$ cat config.mk
export PLATFORM = sky130hd
export DESIGN_NAME = multi_button_debounce_press_event_core
export DESIGN_NICKNAME = d
export VERILOG_FILES = /design/src/rtl/mbdpe_pkg.sv /design/src/rtl/multi_button_debounce_press_event_core.sv
export SDC_FILE = /design/constraint.sdc
export NUM_CORES = 1
export LEC_CHECK = 0
export BUFFER_PORTS_ARGS = -buffer_cell sky130_fd_sc_hd__buf_2
export CAP_MARGIN = 25
export CORE_ASPECT_RATIO = 0.6
export CORE_MARGIN = 5
export CORE_UTILIZATION = 55
export DETAILED_ROUTE_END_ITERATION = 10
export PLACE_DENSITY = 0.72
export SYNTH_ARGS = -nofsm -noshare
export SYNTH_HDL_FRONTEND = slang
export SYNTH_SLANG_ARGS = --single-unit
$ cat constraint.sdc
create_clock -name clk -period 8.5 [get_ports clk]
set_clock_uncertainty 0.05 [all_clocks]
set_input_delay 0.85 -clock clk [delete_from_list [all_inputs] [get_ports clk]]
set_output_delay 0.85 -clock clk [all_outputs]
set_load 0.01 [all_outputs]
$ cat src/rtl/mbdpe_pkg.sv
// shared constants for the multi-button debounce press event block
package mbdpe_pkg;

  // default number of debounced channels
  localparam int NUM_CHANNELS_DEF = 4;

  // fixed widths of the port fields
  localparam int RAW_BITS   = 4;
  localparam int TIME_W     = 32;
  localparam int DEBOUNCE_W = 16;
  localparam int INDEX_W    = 2;

  // debounce time after reset, in milliseconds
  localparam logic [DEBOUNCE_W-1:0] DEBOUNCE_RESET = 16'd50;

endpackage

$ cat src/rtl/multi_button_debounce_press_event_core.sv
// Multi-button debouncer with press events.
//
// Input channel: in_valid / in_stall carry one poll word, now_ms (free
// running millisecond count) and raw_levels (active-low button pins).
// Output channel: out_valid / out_stall carry one result word per poll,
// press_valid and press_index (lowest button newly pressed, 0 if none).
// Configuration: cfg_write loads cfg_data into the debounce time.
//
// A poll word is captured in an input register and then goes through
// the per-channel compare and update logic into the result register,
// which drives out_valid. One word is accepted every cycle while the
// receiver does not stall; the single compare/update pass sets the rate.
//
// Reset clears all channels to released and unpressed, change times to
// zero and the debounce time to 50. When the receiver stalls, the result
// register holds, the input register keeps one further word, and then
// in_stall rises until the result is taken.
module multi_button_debounce_press_event_core
  import mbdpe_pkg::*;
#(
  parameter int NUM_CHANNELS = NUM_CHANNELS_DEF
) (
  input  logic                  clk,
  input  logic                  rst,
  input  logic                  in_valid,
  output logic                  in_stall,
  input  logic [TIME_W-1:0]     now_ms,
  input  logic [RAW_BITS-1:0]   raw_levels,
  output logic                  out_valid,
  input  logic                  out_stall,
  output logic                  press_valid,
  output logic [INDEX_W-1:0]    press_index,
  input  logic                  cfg_write,
  input  logic [DEBOUNCE_W-1:0] cfg_data
);

  // input register
  logic                in_held;
  logic [TIME_W-1:0]   now_reg;
  logic [RAW_BITS-1:0] raw_reg;

  // per-channel state
  logic [NUM_CHANNELS-1:0] last_raw;
  logic [NUM_CHANNELS-1:0] stable_level;
  logic [NUM_CHANNELS-1:0] press_latched;
  logic [TIME_W-1:0]       change_time [NUM_CHANNELS];
  logic [DEBOUNCE_W-1:0]   debounce_time;

  // result register
  logic               res_valid;
  logic               res_press;
  logic [INDEX_W-1:0] res_index;

  // next values
  logic [NUM_CHANNELS-1:0] raw_ext;
  logic [NUM_CHANNELS-1:0] last_raw_next;
  logic [NUM_CHANNELS-1:0] stable_level_next;
  logic [NUM_CHANNELS-1:0] press_latched_next;
  logic [TIME_W-1:0]       change_time_next [NUM_CHANNELS];
  logic [NUM_CHANNELS-1:0] fire;
  logic [TIME_W-1:0]       held_for [NUM_CHANNELS];
  logic [INDEX_W-1:0]      fire_index;
  logic                    advance;
  logic                    in_take;

  // handshake control
  assign advance  = in_held && (!res_valid || !out_stall);
  assign in_stall = in_held && !advance;
  assign in_take  = in_valid && !in_stall;

  assign out_valid   = res_valid;
  assign press_valid = res_press;
  assign press_index = res_index;

  // channels beyond the pin field read as released
  generate
    if (NUM_CHANNELS <= RAW_BITS) begin : g_raw_narrow
      assign raw_ext = raw_reg[NUM_CHANNELS-1:0];
    end else begin : g_raw_wide
      assign raw_ext = {{(NUM_CHANNELS-RAW_BITS){1'b1}}, raw_reg};
    end
  endgenerate

  // per-channel debounce and press detection
  always_comb begin
    for (int i = 0; i < NUM_CHANNELS; i++) begin
      last_raw_next[i]      = raw_ext[i];
      change_time_next[i]   = (raw_ext[i] != last_raw[i]) ? now_reg : change_time[i];
      held_for[i]           = now_reg - change_time_next[i];
      stable_level_next[i]  = stable_level[i];
      press_latched_next[i] = press_latched[i];
      fire[i]               = 1'b0;
      if (held_for[i] >= {{(TIME_W-DEBOUNCE_W){1'b0}}, debounce_time} &&
          stable_level[i] != raw_ext[i]) begin
        stable_level_next[i] = raw_ext[i];
        if (!raw_ext[i] && !press_latched[i]) begin
          press_latched_next[i] = 1'b1;
          fire[i]               = 1'b1;
        end
        if (raw_ext[i]) begin
          press_latched_next[i] = 1'b0;
        end
      end
    end
  end

  // lowest firing channel wins
  always_comb begin
    fire_index = '0;
    for (int i = NUM_CHANNELS - 1; i >= 0; i--) begin
      if (fire[i]) begin
        fire_index = INDEX_W'(i);
      end
    end
  end

  // input register
  always_ff @(posedge clk) begin
    if (rst) begin
      in_held <= 1'b0;
    end else if (in_take) begin
      in_held <= 1'b1;
    end else if (advance) begin
      in_held <= 1'b0;
    end
    if (in_take) begin
      now_reg <= now_ms;
      raw_reg <= raw_levels;
    end
  end

  // channel state and debounce time
  always_ff @(posedge clk) begin
    if (rst) begin
      last_raw      <= '1;
      stable_level  <= '1;
      press_latched <= '0;
      debounce_time <= DEBOUNCE_RESET;
      for (int i = 0; i < NUM_CHANNELS; i++) begin
        change_time[i] <= '0;
      end
    end else begin
      if (cfg_write) begin
        debounce_time <= cfg_data;
      end
      if (advance) begin
        last_raw      <= last_raw_next;
        stable_level  <= stable_level_next;
        press_latched <= press_latched_next;
        for (int i = 0; i < NUM_CHANNELS; i++) begin
          change_time[i] <= change_time_next[i];
        end
      end
    end
  end

  // result register
  always_ff @(posedge clk) begin
    if (rst) begin
      res_valid <= 1'b0;
    end else if (advance) begin
      res_valid <= 1'b1;
    end else if (!out_stall) begin
      res_valid <= 1'b0;
    end
    if (advance) begin
      res_press <= |fire;
      res_index <= fire_index;
    end
  end

endmodule
Word level (Yosys, flattened, before mapping) --
Memory sizes are Yosys's and may differ from the RTL's. Cells that the tools add are included.
Cells by class: $add $sub $neg 4, order comparisons 4, equality and inequality tests 9, mux-type cells 36, bitwise operators 4, reductions and logical operators 39
Operators by type and width (count):
- 32-bit two-way mux | 8
- 32-bit by 16-bit >= comparator with 1-bit output | 4
- 32-bit subtractor | 4
- 1-bit two-way mux | 26
- 1-bit logical NOT | 12
- 3-bit AND reduction | 4
- 1-bit logical AND | 11
- 2-bit nonzero test | 5
- 1-bit inequality test | 8
- 2-bit AND reduction | 4
- 2-bit two-way mux | 2
- 1-bit OR | 4
- 4-bit OR reduction | 1
- 2-bit by 1-bit inequality test with 1-bit output (second input constant) | 1
- 2-bit OR reduction | 1
- 1-bit logical OR | 1
Storage, ports and cells: bits in registers 69, bits in writable memories 128, input bits 57, output and inout port bits 5, word-level logic and storage cells 114, memories 1
Memory list:
- change_time | words 4, bits a word 32, rd ports 4, clocked after Yosys merged registers in 0, write ports 4, RTL line multi_button_debounce_press_event_core.sv:46 | logic [TIME_W-1:0] change_time [NUM_CHANNELS];

Longest topological paths before layout --
Gate-level depths: netlist of the first run.
word-level depth 9, gate-level depth with buffers 27, depth with buffers taken out 25

Worst setup path before layout of the first run --
Ideal clock, no wire load.
path kind register -> register, start register raw_reg[0] (netlist: last_raw_next[0]), end register res_press (netlist: press_valid), data pin, library setup time 0.261 ns, arrival time 5.752 ns, required time 8.189 ns, slack 2.437 ns, stages on the path, launching flop included 27, path buffers 5, period minus slack after synthesis 6.063 ns, cell sequence edfxtp_1 -> xnor2_2 -> buf_2 -> clkbuf_1 -> clkbuf_1 -> clkbuf_1 -> o21ai_0 -> ha_1 -> a21oi_1 -> o22ai_1 -> o21ai_1 -> nand2_1 -> a311oi_1 -> o21ai_0 -> xor2_1 -> ha_1 -> a21o_1 -> a21oi_1 -> o221ai_1 -> nor2_1 -> o2111ai_1 -> a2111oi_0 -> nand4_1 -> or4_1 -> buf_2 -> a21boi_2 -> nand2_1
On the way: cells in the longest elaborated chain, start to end 7, elaborated cells on any way between the ends 11, those cells by class add/sub (1); order compare (1); eq/ne (2); mux (3); reduce/logical (4)
Ends and longest elaborated chain:
- start: declaration | RTL line multi_button_debounce_press_event_core.sv:40 | logic [RAW_BITS-1:0] raw_reg;
- start signal: assignment | RTL line multi_button_debounce_press_event_core.sv:128 | raw_reg <= raw_levels;
- 1-bit inequality test | RTL line multi_button_debounce_press_event_core.sv:88 | change_time_next[i] = (raw_ext[i] != last_raw[i]) ? now_reg : change_time[i];
- 32-bit two-way mux | RTL line multi_button_debounce_press_event_core.sv:88
- 32-bit subtractor | RTL line multi_button_debounce_press_event_core.sv:89 | held_for[i] = now_reg - change_time_next[i];
- 32-bit by 16-bit >= comparator with 1-bit output | RTL line multi_button_debounce_press_event_core.sv:93 | if (held_for[i] >= {{(TIME_W-DEBOUNCE_W){1'b0}}, debounce_time} &&
- 1-bit logical AND | RTL line multi_button_debounce_press_event_core.sv:93
- 1-bit two-way mux (*) | RTL line multi_button_debounce_press_event_core.sv:93
- 4-bit OR reduction (*) | RTL line multi_button_debounce_press_event_core.sv:167 | res_press <= |fire;
- end signal: assignment | RTL line multi_button_debounce_press_event_core.sv:167
- end: declaration | RTL line multi_button_debounce_press_event_core.sv:51 | logic res_press;
Every way passes the cells marked *; elsewhere a longest branch is shown, timed or not. A chain may end at the register's enable or synchronous reset.

==> results by group, run 1 <==
Yosys
  – Most common cell in the netlist: nand2_1
  – Synth unique cells: 84
  – Yosys warns: 0
  – Post-Syn Area per Cell: slightly above 8 µm²
  – Share of synthesized flip-flops with an asynchronous set or reset: 0%
  – Post-synth top flop: edfxtp_1
  – Post-synth EDFFs: between 150 and 200
  – Area of the mapped netlist: roughly 0.019 mm²
  – Seq/Total Area, Yosys: a little under a third
  – Yosys top cell by area: edfxtp_1
  – Synth top area cells: edfxtp_1, ha_1, a21oi_1, mux2i_1, nand2_1
  – Post-Syn Nets: 2443
  – Post-synth top area share: ~27%
  – Most instantiated cells after synthesis: nand2_1, nor2_1, a21oi_1
  – Number of synthesized register bits: between 150 and 200
  – Syn Inst Count: 2238

Critical path
  – Critical Path RT: slightly below 9 ns
  – Arr. time, crit path: ~7 ns
  – Setup crit end kind: flop
  – Critical path fanouts, max: 45
  – Critical path class: flop to flop
  – Worst setup SP type: flop

Placed design
  – Placed cell count: around 2700
  – Hpwl dp: 44.8 mm
  – Setup WS pre-CTS: approximately 2.0 ns
  – Routability cong.: ~1.0
  – Port buffer count: 61

Routing
  – Post-detailed-route wirelength per cell: 21.7 µm
  – Drt pass-1 iters: 6
  – Initial DRC Count: around 2100
  – Via density: approximately 6.5
  – DRC: 0
  – Via count: around 17000
  – Post-route ant nets: 0
  – Final wirelength: between 50 and 60 mm

Pwr
  – Pleak: around 8.0 nW
  – Peak supply drop: 0.161 mV
  – Power per cell area: about 180 mW/mm²

Timing
  – Total Neg Setup Slack: 0 ns
  – F_max: ~0.15 GHz
  – Fin crit share: 79.5%
  – Slew headroom: 32.4%
  – Final Hold Viols: 0
  – Post-route setup slack: approximately 1.7 ns
  – RSZ-0062 raised after global routing: no
  – Fin crit period: around 6.8 ns
  – Finish-stage setup viols: 0
  – WHS: 0.435 ns
  – Max Slew Vio Count: 0
  – Least-Margin Pin Slew: just over 1 ns

Global routing
  – Pin count of the biggest net entering global routing: 78
  – Initial antenna violation count: 1
  – Total gr overflow: 0
  – First-pass GRT wire length: between 80 and 90 mm
  – Total track usage: approximately 30%
  – Vias in the first global route: between 15000 and 20000

Outcome
  – Status: finished, final reports clean

Floorplanning
  – Total die area: approximately 0.038 mm²
  – Die span in x: ~250 µm
  – Die Ht: 152 µm
  – Core area: approximately 0.034 mm²
  – Cell Rows: 52
  – Boundary Pins: 62
  – Starting Density: about 55%

Run
  – Max Cap Viol: 0

Clock tree
  – H-tree levels: 4
  – Post-CTS Setup Inserts: 0
  – Clk pin slew, worst setup/hold paths: 0.08 ns
  – Clock buffer count from CTS: 17
  – Worst-Skew Late Latency: ~0.47 ns
  – Root Buffer: clkbuf_16
  – CTS tree: done
  – CTS sink cnt: ~200
  – CTS max path bufs: 2
  – CTS Hold Buffers Added: 0
  – Post-cts resize count: 0

Layout
  – Area grow syn2layout: 6.93%
  – Max reg flops: approximately 130
  – Layout cells sized above 1: under 10%
  – Net count reported at finish: about 2400
  – Fillers: just over 3000
  – # diodes: 0
  – Fin cells: about 2700
  – Final core utilization: 59.3%

Hold path
  – Worst hold path class: flop to flop
-- path summary, 6_finish.rpt --
| check | startpoint | to | slack (ns) | cells after the start |
|---|---|---|---|---|
| worst max-delay path | last_raw_next[2] | press_valid | 1.74 | 25 |
| worst min-delay path | stable_level[2] | stable_level[2] | 0.43 | 2 |
| worst max register to register | last_raw_next[2] | press_valid | 1.74 | 25 |
| worst min register to register | stable_level[2] | stable_level[2] | 0.43 | 2 |
-- worst max-delay path, cell delays in order (launching register included) --
cell and delay, ns:
edfxtp_1 0.54, xnor2_2 0.20, buf_4 0.40, nand2_1 0.09, o21ai_0 0.12, ha_1 0.23, inv_1 0.07, ha_1 0.22
a2111oi_0 0.58, a311o_1 0.20, o21ai_1 0.13, a21oi_1 0.43, o21ai_0 0.23, xor2_1 0.19, ha_1 0.30, nor2b_1 0.13
o21ai_0 0.21, o2111ai_1 0.16, nor2_1 0.11, nand3_1 0.09, nor4_1 0.28, nand4_1 0.15, nor4_1 0.76, nor3b_1 0.25
a31oi_1 0.26, nand2_1 0.09
-- power by group --
part           internal (mW)  switching (mW)
sequential              1.12          0.0765
combinational          0.624           0.997
clock                  0.422           0.434
-- area by class of cell --
| cell class | count | area, µm² | share of cell area (%) |
|---|---|---|---|
| clock inverter | 11 | 104 | 0.523 |
| tap | 459 | 574 | 2.89 |
| multi-input combinational | 1858 | 12400 | 62.3 |
| sequential | 197 | 5620 | 28.3 |
| clock buffer | 21 | 483 | 2.43 |
| inverter | 70 | 263 | 1.32 |
| timing repair buffer | 80 | 448 | 2.25 |
-- cell usage in the layout, fill, tap and decap left out, drive strengths merged, types with 8 or more instances in the layout --
| master | Yosys | layout |
|---|---|---|
| a2111oi | 12 | 12 |
| a211oi | 24 | 24 |
| a21boi | 10 | 10 |
| a21o | 42 | 42 |
| a21oi | 209 | 209 |
| a221oi | 8 | 8 |
| a311oi | 9 | 9 |
| a31oi | 32 | 32 |
| and2 | 13 | 13 |
| and3 | 17 | 17 |
| buf | 25 | 80 |
| clkbuf | 88 | 21 |
| dfxtp | 30 | 30 |
| edfxtp | 167 | 167 |
| ha | 148 | 148 |
| inv | 70 | 77 |
| maj3 | 23 | 23 |
| mux2i | 102 | 102 |
| nand2 | 263 | 263 |
| nand2b | 51 | 51 |
| nand3 | 47 | 47 |
| nand4 | 32 | 32 |
| nor2 | 210 | 210 |
| nor2b | 59 | 59 |
| nor3 | 41 | 41 |
| nor4 | 16 | 16 |
| o2111ai | 8 | 8 |
| o211ai | 31 | 31 |
| o21a | 24 | 24 |
| o21ai | 128 | 128 |
| o21bai | 20 | 20 |
| o22ai | 11 | 11 |
| o31ai | 16 | 16 |
| or2 | 12 | 12 |
| or3 | 8 | 8 |
| xnor2 | 69 | 69 |
| xor2 | 50 | 50 |
-- metrics by stage --
stage               instance area, µm²  total power, mW
finish                           19900             3.67
global route                     19900             3.90
global placement                 19300             2.77
floorplan                        18600             2.39
CTS                              19900             3.65
detailed placement               19300             2.79
-- logic make-up (layout without fill, tap and decap cells) --
| group | count (synthesis) | in the layout | share of synthesized area [%] |
|---|---|---|---|
| buffers and inverters | 183 | 182 | 3.75 |
| and+or+nand+nor | 803 | 803 | 20.5 |
| adders and majority gates | 171 | 171 | 11.2 |
| AOI/OAI and AO/OA | 660 | 660 | 23.0 |
| muxes | 105 | 105 | 5.68 |
| xor gates and xnor gates | 119 | 119 | 5.69 |
| DFF | 197 | 197 | 30.2 |
-- layer usage --
layer	up-vias	track usage, %	part of all wire, %
met3	105	6.05	9.1
met5	-	0	0
met1	8372	45.5	47
li1	8275	-	-
met4	0	6.92	2.2
met2	738	44.5	42
Note: power is estimated with default switching activity, not from simulation.
==> inputs of run 2 (changes only) <==
==> constraint.sdc (replaced) <==
create_clock -name clk -period 6.6 [get_ports clk]
set_clock_uncertainty 0.05 [all_clocks]
set_input_delay 0.66 -clock clk [delete_from_list [all_inputs] [get_ports clk]]
set_output_delay 0.66 -clock clk [all_outputs]
set_load 0.01 [all_outputs]
==> results by group, run 2 (synthesis results as in run 1) <==
Clock tree
  – CTS max path bufs: 2
  – Post-CTS Setup Inserts: 0
  – H-tree levels: 4
  – Clk pin slew, worst setup/hold paths: ~0.09 ns
  – Root Buffer: clkbuf_16
  – Worst-Skew Late Latency: roughly 0.47 ns
  – CTS sink cnt: a little under 200
  – Clock buffer count from CTS: 17
  – Post-cts resize count: 0
  – CTS Hold Buffers Added: 0
  – CTS tree: done

Layout
  – Net count reported at finish: between 2000 and 2500
  – Fin cells: 2702
  – Layout cells sized above 1: around 7.2%
  – Most frequent cells in the layout: nand2_1, nor2_1, a21oi_1, edfxtp_1, ha_1
  – Area grow syn2layout: 7.04%
  – Final core utilization: roughly three fifths
  – Final Instance Area: 0.0199 mm²
  – # diodes: 0
  – Commonest non-fill, non-tap cell in the layout: nand2_1
  – Max reg flops: between 100 and 150

Placed design
  – Placed inst area: a little under 0.02 mm²
  – Setup WS pre-CTS: between 0.7 and 0.8 ns
  – Hpwl dp: approximately 45 mm
  – Placed cell count: 2670
  – Port buffer count: 61
  – Routability cong.: around 0.99

Timing
  – RSZ-0062 raised after global routing: no
  – Total Neg Setup Slack: 0 ns
  – F_max: approximately 0.17 GHz
  – Finish-stage setup viols: 0
  – Least-Margin Pin Slew: around 1 ns
  – Slew headroom: 32.2%
  – Post-route setup slack: between 0.6 and 0.7 ns
  – Fin crit share: between 90 and 100%
  – Max Slew Vio Count: 0
  – Fin crit period: 5.97 ns
  – Final Hold Viols: 0
  – WHS: 0.314 ns

Routing
  – Via count: ~17000
  – Initial DRC Count: about 1900
  – Drt pass-1 iters: 6
  – DRC: 0
  – Via density: 6.45
  – Final wirelength: 58.0 mm
  – Post-detailed-route wirelength per cell: approximately 21 µm
  – Post-route ant nets: 0

Floorplanning
  – Core area: approximately 0.034 mm²
  – Total die area: about 0.038 mm²
  – Die Ht: 152 µm
  – Cell Rows: 52
  – Die span in x: 247 µm
  – Starting Density: approximately 55%
  – Boundary Pins: 62

Global routing
  – Total gr overflow: 0
  – Vias in the first global route: roughly 16000
  – Initial antenna violation count: 0
  – Pin count of the biggest net entering global routing: between 70 and 80
  – First-pass GRT wire length: 89.7 mm
  – Total track usage: between 20% and 30%

Critical path
  – Buffers and inverters on the worst path: 2
  – Crit-path cells: xnor2_2 -> buf_4 -> o21ai_0 -> ha_1 -> a2111oi_0 -> a311o_1 -> o21ai_1 -> a21oi_1 -> o21ai_0 -> xor2_1 -> ha_1 -> nor2b_1 -> o21ai_0 -> o2111ai_1 -> nor2_1 -> nand3_1 -> nor4_1 -> nand4_1 -> nor4_1 -> buf_4 -> nor3b_1 -> a31oi_1 -> nor2b_1
  – Worst setup SP type: flop
  – Slowest-stage cell, CP: edfxtp_1
  – Reg2reg start: last_raw_next[2]
  – Most used cell, CP: o21ai_0
  – Critical path fanouts, max: 43
  – Critical Path Max Stage Delay: ~0.55 ns
  – Reg-to-reg setup timing slack: roughly 0.63 ns
  – Arr. time, crit path: 6.14 ns
  – R2r worst-path depth: 23
  – Setup crit end kind: flop
  – Reg2Reg Capture Point: press_index[1]
  – Cell family with most CP delay: compound AO/OA/AOI/OAI gates
  – Critical Path RT: around 6.8 ns
  – Critical path class: flop to flop

Hold path
  – Worst Hold Depth: 1
  – Hold EP: now_reg[14]
  – Min-delay src: now_ms[14]
  – Worst hold path class: input pin to flop

Pwr
  – Power per cell area: 236 mW/mm²
  – Pleak: 8.00 nW
  – Peak supply drop: approximately 0.20 mV
  – Pwr Total: ~4.7 mW

Outcome
  – Status: finished, final reports clean

Run
  – Max Cap Viol: 0
==> run 2: changes by cell type in the layout (fill, tap and decap cells not counted), sizes merged <==
cell	delta
inv	+1
clkbuf	-2
clkinv	+1
buf	+6
==> run 2: metal layers <==
layer  share of wire, %  up-vias  wire, µm  global-route usage, %
li1                   -     8287         -                      -
met1                 45     8291     26300                   44.9
met2                 43      759     24700                   44.2
met3                 10       81      6020                   6.45
met4                1.6        0       914                   6.68
met5                  0        -         0                      0
==> run 2: area by class of cell <==
type                            instances  area, µm²
Timing Repair Buffer                   86        493
Tap cell                              459        574
Clock inverter                         13        109
Inverter                               70        263
Clock buffer                           19        453
Sequential cell                       197       5620
Fill cell                            3030      13600
Multi-Input combinational cell       1858      12400
==> run 2: worst register-to-register path: stages, from the launching register on <==
cell       delay [ns]
edfxtp_1         0.55
xnor2_2          0.26
buf_4            0.42
o21ai_0          0.19
ha_1             0.28
a2111oi_0        0.55
a311o_1          0.21
o21ai_1          0.15
a21oi_1          0.40
o21ai_0          0.21
xor2_1           0.18
ha_1             0.30
nor2b_1          0.13
o21ai_0          0.16
o2111ai_1        0.13
nor2_1           0.12
nand3_1          0.09
nor4_1           0.29
nand4_1          0.12
nor4_1           0.36
buf_4            0.21
nor3b_1          0.11
a31oi_1          0.20
nor2b_1          0.07
==> run 2: worst max path at each step <==
stage	startpoint	endpoint	cells after the start
floorplan	last_raw_next[0]	press_valid	26
global placement	last_raw_next[1]	press_valid	24
detailed placement	now_reg[1]	press_valid	21
CTS	last_raw_next[1]	press_valid	24
global route	last_raw_next[2]	press_index[1]	23
finish	last_raw_next[2]	press_index[1]	23
==> run 2: power by group <==
| group | internal (mW) | switching, mW | total (mW) |
|---|---|---|---|
| clock | 0.516 | 0.550 | 1.07 |
| combinational | 0.807 | 1.28 | 2.09 |
| sequential | 1.44 | 0.0989 | 1.54 |
